**config.mk**
```make
export PLATFORM = sky130hd
export DESIGN_NAME = serial_servo_frame_receiver
export DESIGN_NICKNAME = d
export VERILOG_FILES = /design/src/rtl/ssfr_pkg.sv /design/src/rtl/ssfr_frame_ram.sv /design/src/rtl/serial_servo_frame_receiver.sv
export SDC_FILE = /design/constraint.sdc
export NUM_CORES = 1
export LEC_CHECK = 0
export BUFFER_PORTS_ARGS = -buffer_cell sky130_fd_sc_hd__buf_2
export CAP_MARGIN = 40
export CORE_MARGIN = 5
export CORE_UTILIZATION = 59
export CTS_CLUSTER_DIAMETER = 100
export CTS_CLUSTER_SIZE = 8
export DETAILED_ROUTE_END_ITERATION = 16
export PLACE_DENSITY = 0.77
export SLEW_MARGIN = 0
export SYNTH_ARGS = -nofsm -noshare
export SYNTH_HDL_FRONTEND = slang
export SYNTH_SLANG_ARGS = --single-unit
```
**constraint.sdc**
```tcl
create_clock -name aclk -period 10.1 [get_ports aclk]
set_input_delay 0.505 -clock aclk [delete_from_list [all_inputs] [get_ports aclk]]
set_output_delay 0.505 -clock aclk [all_outputs]
set_load 0.05 [all_outputs]
```
**src/rtl/ssfr_pkg.sv**
```systemverilog
// Shared types and constants for the serial servo frame receiver.
// No dependencies; imported by ssfr_frame_ram and serial_servo_frame_receiver.
package ssfr_pkg;

    localparam int STORE_DEPTH = 24;                        // frame bytes kept (0..23)
    localparam int ADDR_W      = $clog2(STORE_DEPTH);
    localparam int CHAN_COUNT  = 16;
    localparam int CHAN_W      = 11;
    localparam int IDX_W       = $clog2(CHAN_COUNT);
    localparam int FLAGS_W     = 8;
    localparam int SIL_W       = 16;
    localparam int GAP_W       = 8;
    localparam int CFG_W       = 16;
    localparam int ACC_W       = CHAN_W + 7;                // at most 10 + 8 bits pending
    localparam int NBITS_W     = $clog2(ACC_W + 1);

    localparam logic [7:0]         HEADER_BYTE    = 8'h0f;
    localparam logic [ADDR_W-1:0]  FLAGS_POS      = ADDR_W'(STORE_DEPTH - 1);
    localparam logic [ADDR_W-1:0]  LAST_POS       = ADDR_W'(STORE_DEPTH);   // byte 24, not kept
    localparam logic [ADDR_W-1:0]  FIRST_CHAN_POS = ADDR_W'(1);
    localparam logic [FLAGS_W-1:0] FAILSAFE_FLAGS = 8'hff;
    localparam logic [SIL_W-1:0]   SIL_MAX        = '1;
    localparam logic [GAP_W-1:0]   GAP_RESET      = 8'd1;
    localparam logic [SIL_W-1:0]   FAILSAFE_RESET = 16'd100;

    typedef enum logic [1:0] {
        MODE_BYTE  = 2'd0,
        MODE_TICK  = 2'd1,
        MODE_ERROR = 2'd2
    } mode_t;

    typedef enum logic {
        KIND_CHANNEL  = 1'b0,
        KIND_FAILSAFE = 1'b1
    } kind_t;

    typedef enum logic {
        CFG_GAP_LIMIT      = 1'b0,
        CFG_FAILSAFE_LIMIT = 1'b1
    } cfg_idx_t;

    typedef struct packed {
        logic              we;
        logic [ADDR_W-1:0] waddr;
        logic [7:0]        wdata;
        logic [ADDR_W-1:0] raddr;
    } ram_ctl_t;

endpackage

```
**src/rtl/ssfr_frame_ram.sv**
```systemverilog
// Frame byte store: one write port, one read port, registered read data.
// Depends on ssfr_pkg.
module ssfr_frame_ram (
    input  logic             aclk,
    input  ssfr_pkg::ram_ctl_t ctl,
    output logic [7:0]       rd_data
);
    import ssfr_pkg::*;

    logic [7:0] mem [STORE_DEPTH];
    logic [7:0] rd_data_reg;

    always_ff @(posedge aclk) begin
        if (ctl.we) begin
            mem[ctl.waddr] <= ctl.wdata;
        end
        rd_data_reg <= mem[ctl.raddr];
    end

    assign rd_data = rd_data_reg;

endmodule

```
**src/rtl/serial_servo_frame_receiver.sv**
```systemverilog
// Top level of the serial servo frame receiver: frame assembly, silence timing,
// channel unpacking and output register. Depends on ssfr_pkg and ssfr_frame_ram.
//
// Input items are bytes, millisecond ticks or UART error events (s_tuser). Bytes are
// dropped until a 0x0f header; the next 24 bytes complete a frame, of which bytes 0..23
// go into a 24 x 8 frame RAM. Byte, tick and error items are handled in IDLE as they
// are accepted. The item that completes a frame starts an unpacking pass that reads
// bytes 1..22 from the RAM and shifts eleven-bit channels out of a bit accumulator.
// Each byte passes through a read state and a merge state, each channel through a
// decode state, and each time too few bits are left the decode check sends the
// sequencer back to fetch the next byte; s_tready is low throughout the pass.
// The sixteen channel items carry the flag byte and end with m_tlast.
// A tick that first pushes the silence count past failsafe_limit produces one failsafe
// item (m_tuser = 1, flags 0xff); if the output register is still full it is held
// pending and s_tready drops until it has been loaded. Configuration writes take effect
// at once and are meant for idle periods.
module serial_servo_frame_receiver (
    input  logic                      aclk,
    input  logic                      aresetn,
    // configuration
    input  logic                      cfg_wr_en,
    input  logic                      cfg_addr,
    input  logic [ssfr_pkg::CFG_W-1:0] cfg_wdata,
    // input items
    input  logic                      s_tvalid,
    output logic                      s_tready,
    input  logic [7:0]                s_tdata,   // [7:0] byte_value
    input  logic [1:0]                s_tuser,   // [1:0] mode
    // result items
    output logic                      m_tvalid,
    input  logic                      m_tready,
    output logic [23:0]               m_tdata,   // [3:0] channel_index, [14:4] channel_value,
                                                 // [22:15] flags, [23] zero
    output logic                      m_tuser,   // [0] kind
    output logic                      m_tlast    // last
);
    import ssfr_pkg::*;

    // one-hot sequencer: IDLE takes items, RD issues a RAM read,
    // LD merges the byte into the accumulator, DEC emits channels
    typedef enum logic [3:0] {
        ST_IDLE = 4'b0001,
        ST_RD   = 4'b0010,
        ST_LD   = 4'b0100,
        ST_DEC  = 4'b1000
    } state_t;

    state_t              state_reg, state_next;
    logic [ADDR_W-1:0]   bc_reg, bc_next;          // bytes of current frame
    logic [SIL_W-1:0]    sil_reg, sil_next;        // silent ticks
    logic [GAP_W-1:0]    gap_reg;
    logic [SIL_W-1:0]    fs_limit_reg;
    logic                fs_pend_reg, fs_pend_next;

    logic [FLAGS_W-1:0]  flags_reg, flags_next;
    logic [ADDR_W-1:0]   rd_addr_reg, rd_addr_next;
    logic [ACC_W-1:0]    acc_reg, acc_next;
    logic [NBITS_W-1:0]  nbits_reg, nbits_next;
    logic [IDX_W-1:0]    ch_reg, ch_next;

    logic                m_tvalid_reg, m_tvalid_next;
    logic [IDX_W-1:0]    m_idx_reg, m_idx_next;
    logic [CHAN_W-1:0]   m_val_reg, m_val_next;
    logic [FLAGS_W-1:0]  m_flags_reg, m_flags_next;
    logic                m_kind_reg, m_kind_next;
    logic                m_last_reg, m_last_next;

    ram_ctl_t            ram_ctl;
    logic [7:0]          rd_data;

    logic                s_acc;
    logic                out_free;
    logic [SIL_W-1:0]    sil_inc;
    mode_t               mode;

    ssfr_frame_ram u_ram (
        .aclk    (aclk),
        .ctl     (ram_ctl),
        .rd_data (rd_data)
    );

    assign mode     = mode_t'(s_tuser);
    assign s_tready = (state_reg == ST_IDLE) && !fs_pend_reg;
    assign s_acc    = s_tvalid && s_tready;
    assign out_free = !m_tvalid_reg || m_tready;
    assign sil_inc  = (sil_reg == SIL_MAX) ? sil_reg : sil_reg + SIL_W'(1);

    always_comb begin
        state_next    = state_reg;
        bc_next       = bc_reg;
        sil_next      = sil_reg;
        fs_pend_next  = fs_pend_reg;
        flags_next    = flags_reg;
        rd_addr_next  = rd_addr_reg;
        acc_next      = acc_reg;
        nbits_next    = nbits_reg;
        ch_next       = ch_reg;
        m_tvalid_next = m_tvalid_reg && !m_tready;
        m_idx_next    = m_idx_reg;
        m_val_next    = m_val_reg;
        m_flags_next  = m_flags_reg;
        m_kind_next   = m_kind_reg;
        m_last_next   = m_last_reg;

        ram_ctl.we    = 1'b0;
        ram_ctl.waddr = bc_reg;
        ram_ctl.wdata = s_tdata;
        ram_ctl.raddr = rd_addr_reg;

        case (state_reg)
            ST_IDLE: begin
                // a held-back failsafe notice goes out as soon as the register frees
                if (fs_pend_reg && out_free) begin
                    fs_pend_next  = 1'b0;
                    m_tvalid_next = 1'b1;
                    m_kind_next   = KIND_FAILSAFE;
                    m_idx_next    = '0;
                    m_val_next    = '0;
                    m_flags_next  = FAILSAFE_FLAGS;
                    m_last_next   = 1'b1;
                end
                if (s_acc) begin
                    case (mode)
                        MODE_BYTE: begin
                            sil_next = '0;
                            if (bc_reg != '0 || s_tdata == HEADER_BYTE) begin
                                ram_ctl.we = (bc_reg != LAST_POS);
                                if (bc_reg == FLAGS_POS) begin
                                    flags_next = s_tdata;
                                end
                                if (bc_reg == LAST_POS) begin
                                    // frame complete: start unpacking at byte 1
                                    bc_next      = '0;
                                    rd_addr_next = FIRST_CHAN_POS;
                                    acc_next     = '0;
                                    nbits_next   = '0;
                                    ch_next      = '0;
                                    state_next   = ST_RD;
                                end else begin
                                    bc_next = bc_reg + ADDR_W'(1);
                                end
                            end
                        end
                        MODE_TICK: begin
                            sil_next = sil_inc;
                            if (bc_reg != '0 && sil_inc > SIL_W'(gap_reg)) begin
                                bc_next = '0;
                            end
                            if (sil_reg <= fs_limit_reg && sil_inc > fs_limit_reg) begin
                                if (out_free) begin
                                    m_tvalid_next = 1'b1;
                                    m_kind_next   = KIND_FAILSAFE;
                                    m_idx_next    = '0;
                                    m_val_next    = '0;
                                    m_flags_next  = FAILSAFE_FLAGS;
                                    m_last_next   = 1'b1;
                                end else begin
                                    fs_pend_next = 1'b1;
                                end
                            end
                        end
                        MODE_ERROR: begin
                            bc_next  = '0;
                            sil_next = '0;
                        end
                        default: begin
                            // unused mode code: no effect
                        end
                    endcase
                end
            end
            ST_RD: begin
                state_next = ST_LD;
            end
            ST_LD: begin
                acc_next     = acc_reg | (ACC_W'(rd_data) << nbits_reg);
                nbits_next   = nbits_reg + NBITS_W'(8);
                rd_addr_next = rd_addr_reg + ADDR_W'(1);
                state_next   = ST_DEC;
            end
            ST_DEC: begin
                if (nbits_reg < NBITS_W'(CHAN_W)) begin
                    state_next = ST_RD;
                end else if (out_free) begin
                    m_tvalid_next = 1'b1;
                    m_kind_next   = KIND_CHANNEL;
                    m_idx_next    = ch_reg;
                    m_val_next    = acc_reg[CHAN_W-1:0];
                    m_flags_next  = flags_reg;
                    m_last_next   = (ch_reg == IDX_W'(CHAN_COUNT - 1));
                    acc_next      = acc_reg >> CHAN_W;
                    nbits_next    = nbits_reg - NBITS_W'(CHAN_W);
                    ch_next       = ch_reg + IDX_W'(1);
                    if (ch_reg == IDX_W'(CHAN_COUNT - 1)) begin
                        state_next = ST_IDLE;
                    end
                end
            end
            default: begin
                state_next = ST_IDLE;
            end
        endcase
    end

    always_ff @(posedge aclk) begin
        if (!aresetn) begin
            state_reg    <= ST_IDLE;
            bc_reg       <= '0;
            sil_reg      <= '0;
            fs_pend_reg  <= 1'b0;
            m_tvalid_reg <= 1'b0;
            nbits_reg    <= '0;
            ch_reg       <= '0;
            gap_reg      <= GAP_RESET;
            fs_limit_reg <= FAILSAFE_RESET;
        end else begin
            state_reg    <= state_next;
            bc_reg       <= bc_next;
            sil_reg      <= sil_next;
            fs_pend_reg  <= fs_pend_next;
            m_tvalid_reg <= m_tvalid_next;
            nbits_reg    <= nbits_next;
            ch_reg       <= ch_next;
            if (cfg_wr_en) begin
                case (cfg_idx_t'(cfg_addr))
                    CFG_GAP_LIMIT:      gap_reg      <= cfg_wdata[GAP_W-1:0];
                    CFG_FAILSAFE_LIMIT: fs_limit_reg <= cfg_wdata[SIL_W-1:0];
                    default: begin
                    end
                endcase
            end
        end
    end

    // payload, no reset
    always_ff @(posedge aclk) begin
        flags_reg   <= flags_next;
        rd_addr_reg <= rd_addr_next;
        acc_reg     <= acc_next;
        m_idx_reg   <= m_idx_next;
        m_val_reg   <= m_val_next;
        m_flags_reg <= m_flags_next;
        m_kind_reg  <= m_kind_next;
        m_last_reg  <= m_last_next;
    end

    assign m_tvalid = m_tvalid_reg;
    assign m_tdata  = {1'b0, m_flags_reg, m_val_reg, m_idx_reg};
    assign m_tuser  = m_kind_reg;
    assign m_tlast  = m_last_reg;

    // frame byte count never passes the end-byte position
    a_bc_range: assert property (@(posedge aclk) disable iff (!aresetn)
        bc_reg <= LAST_POS)
        else $error("byte count out of range");

    // accumulator never holds more pending bits than it is wide
    a_nbits_range: assert property (@(posedge aclk) disable iff (!aresetn)
        nbits_reg <= NBITS_W'(ACC_W))
        else $error("accumulator overfilled");

    // leaving the unpacking pass always leaves the last channel in the output register
    a_pass_end: assert property (@(posedge aclk) disable iff (!aresetn)
        ($past(aresetn) && $past(state_reg) != ST_IDLE && state_reg == ST_IDLE)
            |-> (m_tvalid_reg && m_last_reg && m_kind_reg == KIND_CHANNEL))
        else $error("unpacking pass ended without last channel");

    // RAM is written only while items are taken, never during unpacking
    a_no_wr_in_pass: assert property (@(posedge aclk) disable iff (!aresetn)
        ram_ctl.we |-> (state_reg == ST_IDLE && s_acc))
        else $error("frame RAM written outside item acceptance");

endmodule

```
Yosys cells after proc, flatten, opt, wreduce, memory -nomap -nowiden:

Memory sizes are Yosys's and may differ from the RTL's. A register that Yosys moved wholly into a read port is not among the register bits.
Cells that the tools add are included.

* bits in registers: 116
* latch bits: 0
* memory bits (writable): 192
* bits in read-only memories: 0
* bits of input ports: 32
* output and inout bits: 28
* logic and storage cells: 181
* memories: 1

Memories
* u_ram.mem: words 24, bits a word 8, read ports 1, clocked after memory_dff 1, write ports 1, RTL line ssfr_frame_ram.sv:10 `logic [7:0] mem [STORE_DEPTH];`

* add/sub/neg operators: 6
* $mul: 0
* divide/modulo/power cells: 0
* order comparisons: 4
* equal/unequal tests: 22
* shift-type cells: 1
* muxes and demuxes: 99
* bitwise gates (word level): 2
* reductions and logical operators: 29

Operator list (count)
* 18-bit two-way mux: 6
* 4-bit two-way mux: 20
* 11-bit two-way mux: 7
* 5-bit two-way mux: 13
* 8-bit two-way mux: 7
* 18-bit case mux with 3 select lines: 1
* 1-bit two-way mux: 32
* 16-bit case mux with 2 select lines: 1
* 5-bit case mux with 3 select lines: 2
* 11-bit case mux with 2 select lines: 1
* 18-bit OR: 1
* 8-bit by 5-bit << shifter with 18-bit output: 1
* 16-bit by 1-bit adder with 16-bit output, second input constant: 1
* 16-bit equality test, second input constant: 1
* 16-bit > comparator: 1
* 16-bit by 8-bit > comparator with 1-bit output: 1
* 16-bit <= comparator: 1
* 16-bit two-way mux: 1
* 4-bit case mux with 2 select lines: 2
* 4-bit case mux with 4 select lines: 1
* 8-bit case mux with 2 select lines: 1
* 5-bit AND reduction: 3
* 7-bit AND reduction: 2
* 5-bit by 1-bit adder with 5-bit output, second input constant: 2
* 30 further kinds: 54

Longest topological paths before layout:

* word-level depth: 9
* depth in mapped cells: 15

By module:

From an unflattened synthesis, not the netlist that was laid out.

* cells, all modules: 1190
* area, all modules: 14886.8 µm²

Modules (own cells, without submodules)
* ssfr_frame_ram: times used 1, cells an instance 383, area an instance 7719.9 µm², sequential area each 5925.7 µm²
* serial_servo_frame_receiver: times used 1, cells an instance 807, area an instance 7166.9 µm², sequential area each 2882.8 µm²

Least setup slack after synthesis:

Ideal clock, no wire load.

* kind: reg2reg
* start point: register sil_reg[8]
* end point: register m_flags_reg[0] (data pin)
* arrival time: 3.032 ns
* data required time: 9.830 ns
* setup slack: 6.797 ns
* stages on the path, launching flop included: 15
* clock period less this slack: 3.303 ns
* cells stage by stage: dfxtp_1 buf_2 nand4_1 nor4_2 nor4_1 or2_2 ha_1 a21o_1 a21o_1 a21oi_1 o21ai_0 and3b_1 o221ai_1 clkbuf_1 a21oi_1

* cells in the longest elaborated chain, start to end: 8
* elaborated cells between the ends (all ways): 10
* those cells by class: add/sub (1); order compare (2); eq/ne (1); mux (5); reduce/logical (1)

RTL lines
* start, declared: RTL line serial_servo_frame_receiver.sv:50 `logic [SIL_W-1:0] sil_reg, sil_next;`
* start signal, assigned: RTL line serial_servo_frame_receiver.sv:219 `sil_reg <= sil_next;`
* 16-bit by 1-bit adder with 16-bit output / 16-bit equality test (equally long branches): RTL line serial_servo_frame_receiver.sv:86 `assign sil_inc = (sil_reg == SIL_MAX) ? sil_reg : sil_reg + SIL_W'(1);`
* 16-bit two-way mux: RTL line serial_servo_frame_receiver.sv:86
* 16-bit > comparator: RTL line serial_servo_frame_receiver.sv:149 `if (sil_reg <= fs_limit_reg && sil_inc > fs_limit_reg) begin`
* 1-bit logical AND (*): RTL line serial_servo_frame_receiver.sv:149
* 8-bit two-way mux (*): RTL line serial_servo_frame_receiver.sv:149
* 8-bit two-way mux (*): RTL line serial_servo_frame_receiver.sv:123 `case (mode)`
* 8-bit two-way mux (*): RTL line serial_servo_frame_receiver.sv:122 `if (s_acc) begin`
* 8-bit case mux with 2 select lines (*): RTL line serial_servo_frame_receiver.sv:110 `case (state_reg)`
* net m_flags_next[0]: RTL line serial_servo_frame_receiver.sv:64 `logic [FLAGS_W-1:0] m_flags_reg, m_flags_next;`
* end signal, assigned: RTL line serial_servo_frame_receiver.sv:242 `m_flags_reg <= m_flags_next;`
* end, declared: RTL line serial_servo_frame_receiver.sv:64

Mark *: on every way through the listed nets, which the timed path passes. The rest lies on a longest branch.
A chain may end at the register's enable or synchronous reset.

Final worst setup path:

* start point: register sil_reg[8]
* end point: register m_idx_reg[0] (data pin)

* cells in the longest elaborated chain, start to end: 8
* elaborated cells between the ends (all ways): 10
* those cells by class: add/sub (1); order compare (2); eq/ne (1); mux (5); reduce/logical (1)

RTL lines
* 16-bit by 1-bit adder with 16-bit output / 16-bit equality test (equally long branches): RTL line serial_servo_frame_receiver.sv:86
* 16-bit two-way mux: RTL line serial_servo_frame_receiver.sv:86
* 16-bit > comparator: RTL line serial_servo_frame_receiver.sv:149
* 1-bit logical AND (*): RTL line serial_servo_frame_receiver.sv:149
* 4-bit two-way mux (*): RTL line serial_servo_frame_receiver.sv:149
* 4-bit two-way mux (*): RTL line serial_servo_frame_receiver.sv:123
* 4-bit two-way mux (*): RTL line serial_servo_frame_receiver.sv:122
* 4-bit case mux with 2 select lines (*): RTL line serial_servo_frame_receiver.sv:110
* net m_idx_next[0]: RTL line serial_servo_frame_receiver.sv:62 `logic [IDX_W-1:0] m_idx_reg, m_idx_next;`
* end signal, assigned: RTL line serial_servo_frame_receiver.sv:240 `m_idx_reg <= m_idx_next;`
* end, declared: RTL line serial_servo_frame_receiver.sv:62

Marked as above.

==> results.cfg <==
[yosys]
async_flop_share = 0
synthCells = 1133
synth_top_cells_by_count = edfxtp_1 (248), nand2_1 (98), a21oi_1 (70)
syn-num-nets = 1218
synth.avg_cell_area_sq_um = 13.03
synth_area_leader_cell = edfxtp_1
synthTopCellsByArea = edfxtp_1 (50%), dfxtp_1 (9.2%), mux4_2 (8.5%), ha_1 (4.5%), nand2_1 (2.5%)
synth_top_area_frac = 0.5046
synth.most_common_cell = edfxtp_1
yosysUniqueCellTypes = 66
netlist_area_sq_um = 14760
yosys_warnings = 0
ys_ff_latch = 316
ys_seq_area_frac = 0.5969
synth_edf_count = 248
ys.flop_type = edfxtp_1

[clocking]
hold_buffers = 0
cts_setup_buffers = 0
cts_tree = built
clock_path_buffers = 3
post_cts_resized = 0
htreeDepth = 2
clk-insertion-delay-late_ns = 0.56
cts_buffers = 45
clkTransAtPathRegs_ns = 0.05
cts_root_buf = clkbuf_16
clock_sinks = 316

[floorplan]
start_util = 0.6033
coreArea_sq_um = 24460
die_y_um = 168.2
die_w_um = 168.2
rows = 57
io_pins = 60
die_area_sq_um = 28280

[timing]
max_slew.worst_pin.slew_ns = 0.9130
maxSlewViolCount = 0
final-hold-violation-count = 0
relSlewSlack = 0.3891
skew_ns = 0.03878
fin_crit_ns = 3.784
fmax_mhz = 264.3
setup_violations = 0
period_share = 0.3746
rsz0062_at_grt = false
finalSetupTns_ns = 0

[worst_hold_path]
min_path_cells = 3
hold_path_class = input port to flip-flop

[finish]
multi_input_area_sq_um = 5537
layout.nets = 1269
largest_register_ffs = 192
seq_area_sq_um = 8808
synthToLayoutAreaGrowth_pct = 13.16
drive_gt1_frac = 0.1730
num-fill-cells = 1695

[power_and_ir_drop]
power_uw = 4169
powerDensity_nw_per_um2 = 249.6
p_leak_uw = 0.005951
peakVddDrop_mv = 0.2052

[critical_path]
critPathLaunchType = flip-flop
crit_arrival_ns = 4.06
critPathCaptureType = flip-flop
crit_type = flip-flop to flip-flop
worstPathRequired_ns = 10.37
path_max_fanout = 16
reg2reg_depth = 11

[grt]
grt_max_degree = 51
antenna_found_initial = 1
grt_pass1_vias = 9369
use_met1 = 0.3353
grt-busiest-layer = met2
grt_pass1_wl_um = 52210
grt_remaining_overflow = 0
track_usage = 0.2325
globalRouteMet2Util = 0.3625
grt_use_met3 = 0.04220

[run]
drv_cap = 0

[place]
hpwlAfterDp_um = 20780
gp_congestion = 0.8551
port-buffer-count = 58

[routing]
drtIter0Drc = 912
drc_errors = 0
ant_nets = 0
vias = 9570
wl_um = 32910
detail_route.vias_per_cell = 6.218
avgRoutedWirePerCell_um = 21.38
dr.pass1.iters = 7

[outcome]
status = finished clean
## layout make-up
class | instances | area share
diodes | 1 | 0.0001498
clock buffers | 73 | 0.07372
clock inverters | 4 | 0.006593
inverters | 35 | 0.007867
multi-input cells | 714 | 0.3315
flip-flops and latches | 316 | 0.5275
well taps | 324 | 0.02428
repair buffers | 72 | 0.02840
## per-stage QoR
stage / hold WS [ns] / std cells / area (sq um) / worst slack, ns / utilization
after CTS: 0.1828 / 1538 / 16700 / 6.285 / 0.6826
after floorplan: 0.4435 / 1133 / 14760 / 6.797 / -
after global routing: 0.2036 / 1539 / 16700 / 5.953 / 0.6827
after global placement: 0.4551 / 1452 / 15210 / 6.159 / 0.6218
final: 0.2053 / 1539 / 16700 / 6.316 / 0.6827
after detailed placement: 0.4567 / 1461 / 15360 / 6.329 / 0.6277
## worst max-delay path: stages, from the launching register on
cell and delay, ns:
dfxtp_1 0.46, nand4_1 0.35, nor4_2 0.56, nor4_1 0.11
or2_2 0.31, ha_1 0.30, nand4_1 0.14, nor3_1 0.22
o21ai_0 0.14, a21boi_0 0.23, o221a_2 0.47, o21ai_0 0.21
## power breakdown
part	switching (uW)	total (uW)	internal (uW)
Combinational	669	1010	339
Clock	561	1420	860
Sequential	130	1740	1610
## routing by layer
layer / part of all wire / up-vias
met3: 0.065 / 63
met1: 0.43 / 4723
met5: 0 / -
li1: - / 4420
met2: 0.47 / 364
met4: 0.029 / 0
## layout by cell type, fill, tap and decap left out, types with 3 or more instances in the layout
cell type	Yosys	final
o211a_1	3	3
buf_4	1	6
a31oi_1	9	9
edfxtp_1	248	248
a21oi_1	70	70
nand4_1	12	12
o21ai_0	57	57
or4_1	4	4
nand3b_1	22	22
nand2_1	98	98
and3_1	19	19
dfxtp_1	68	68
a21boi_1	3	3
ha_1	53	53
nor3_1	18	18
or3_1	12	12
and2_1	3	3
a21o_1	13	13
o211ai_1	5	5
nor2_1	64	64
mux4_2	56	56
buf_16	0	3
xnor2_1	6	6
buf_2	4	60
nor4_1	8	8
o21a_1	7	7
xor2_1	7	7
or2_2	4	4
clkbuf_16	0	45
mux2_2	12	12
inv_1	34	34
or3b_2	3	3
a21boi_0	30	30
nand2b_1	9	9
nor2b_1	20	20
a22oi_1	12	12
mux2i_1	16	16
clkbuf_1	49	28
o31ai_1	5	5
nand3_1	20	20
## worst paths after layout
check / startpoint / endpoint / slack, ns
worst max register to register: sil_reg[8] / m_idx_reg[0] / 6.32
worst min register to register: gap_reg[5] / gap_reg[5] / 0.46
worst max-delay path: sil_reg[8] / m_idx_reg[0] / 6.32
worst min-delay path: cfg_wdata[0] / gap_reg[0] / 0.21
## cell families (layout without fill, tap and decap cells)
kind of cell    count (synthesis)  count (layout)  share of synthesized area
simple gates                  331             331                     0.1174
mux                            84              84                     0.1055
flops                         316             316                     0.5969
buf+inv                       103             184                    0.02840
fa+ha+maj                      53              53                    0.04493
other cells                     1               2                  0.0002541
compound gates                232             232                    0.09894
xor+xnor                       13              13                   0.007715
(Power assumes the default switching activity.)
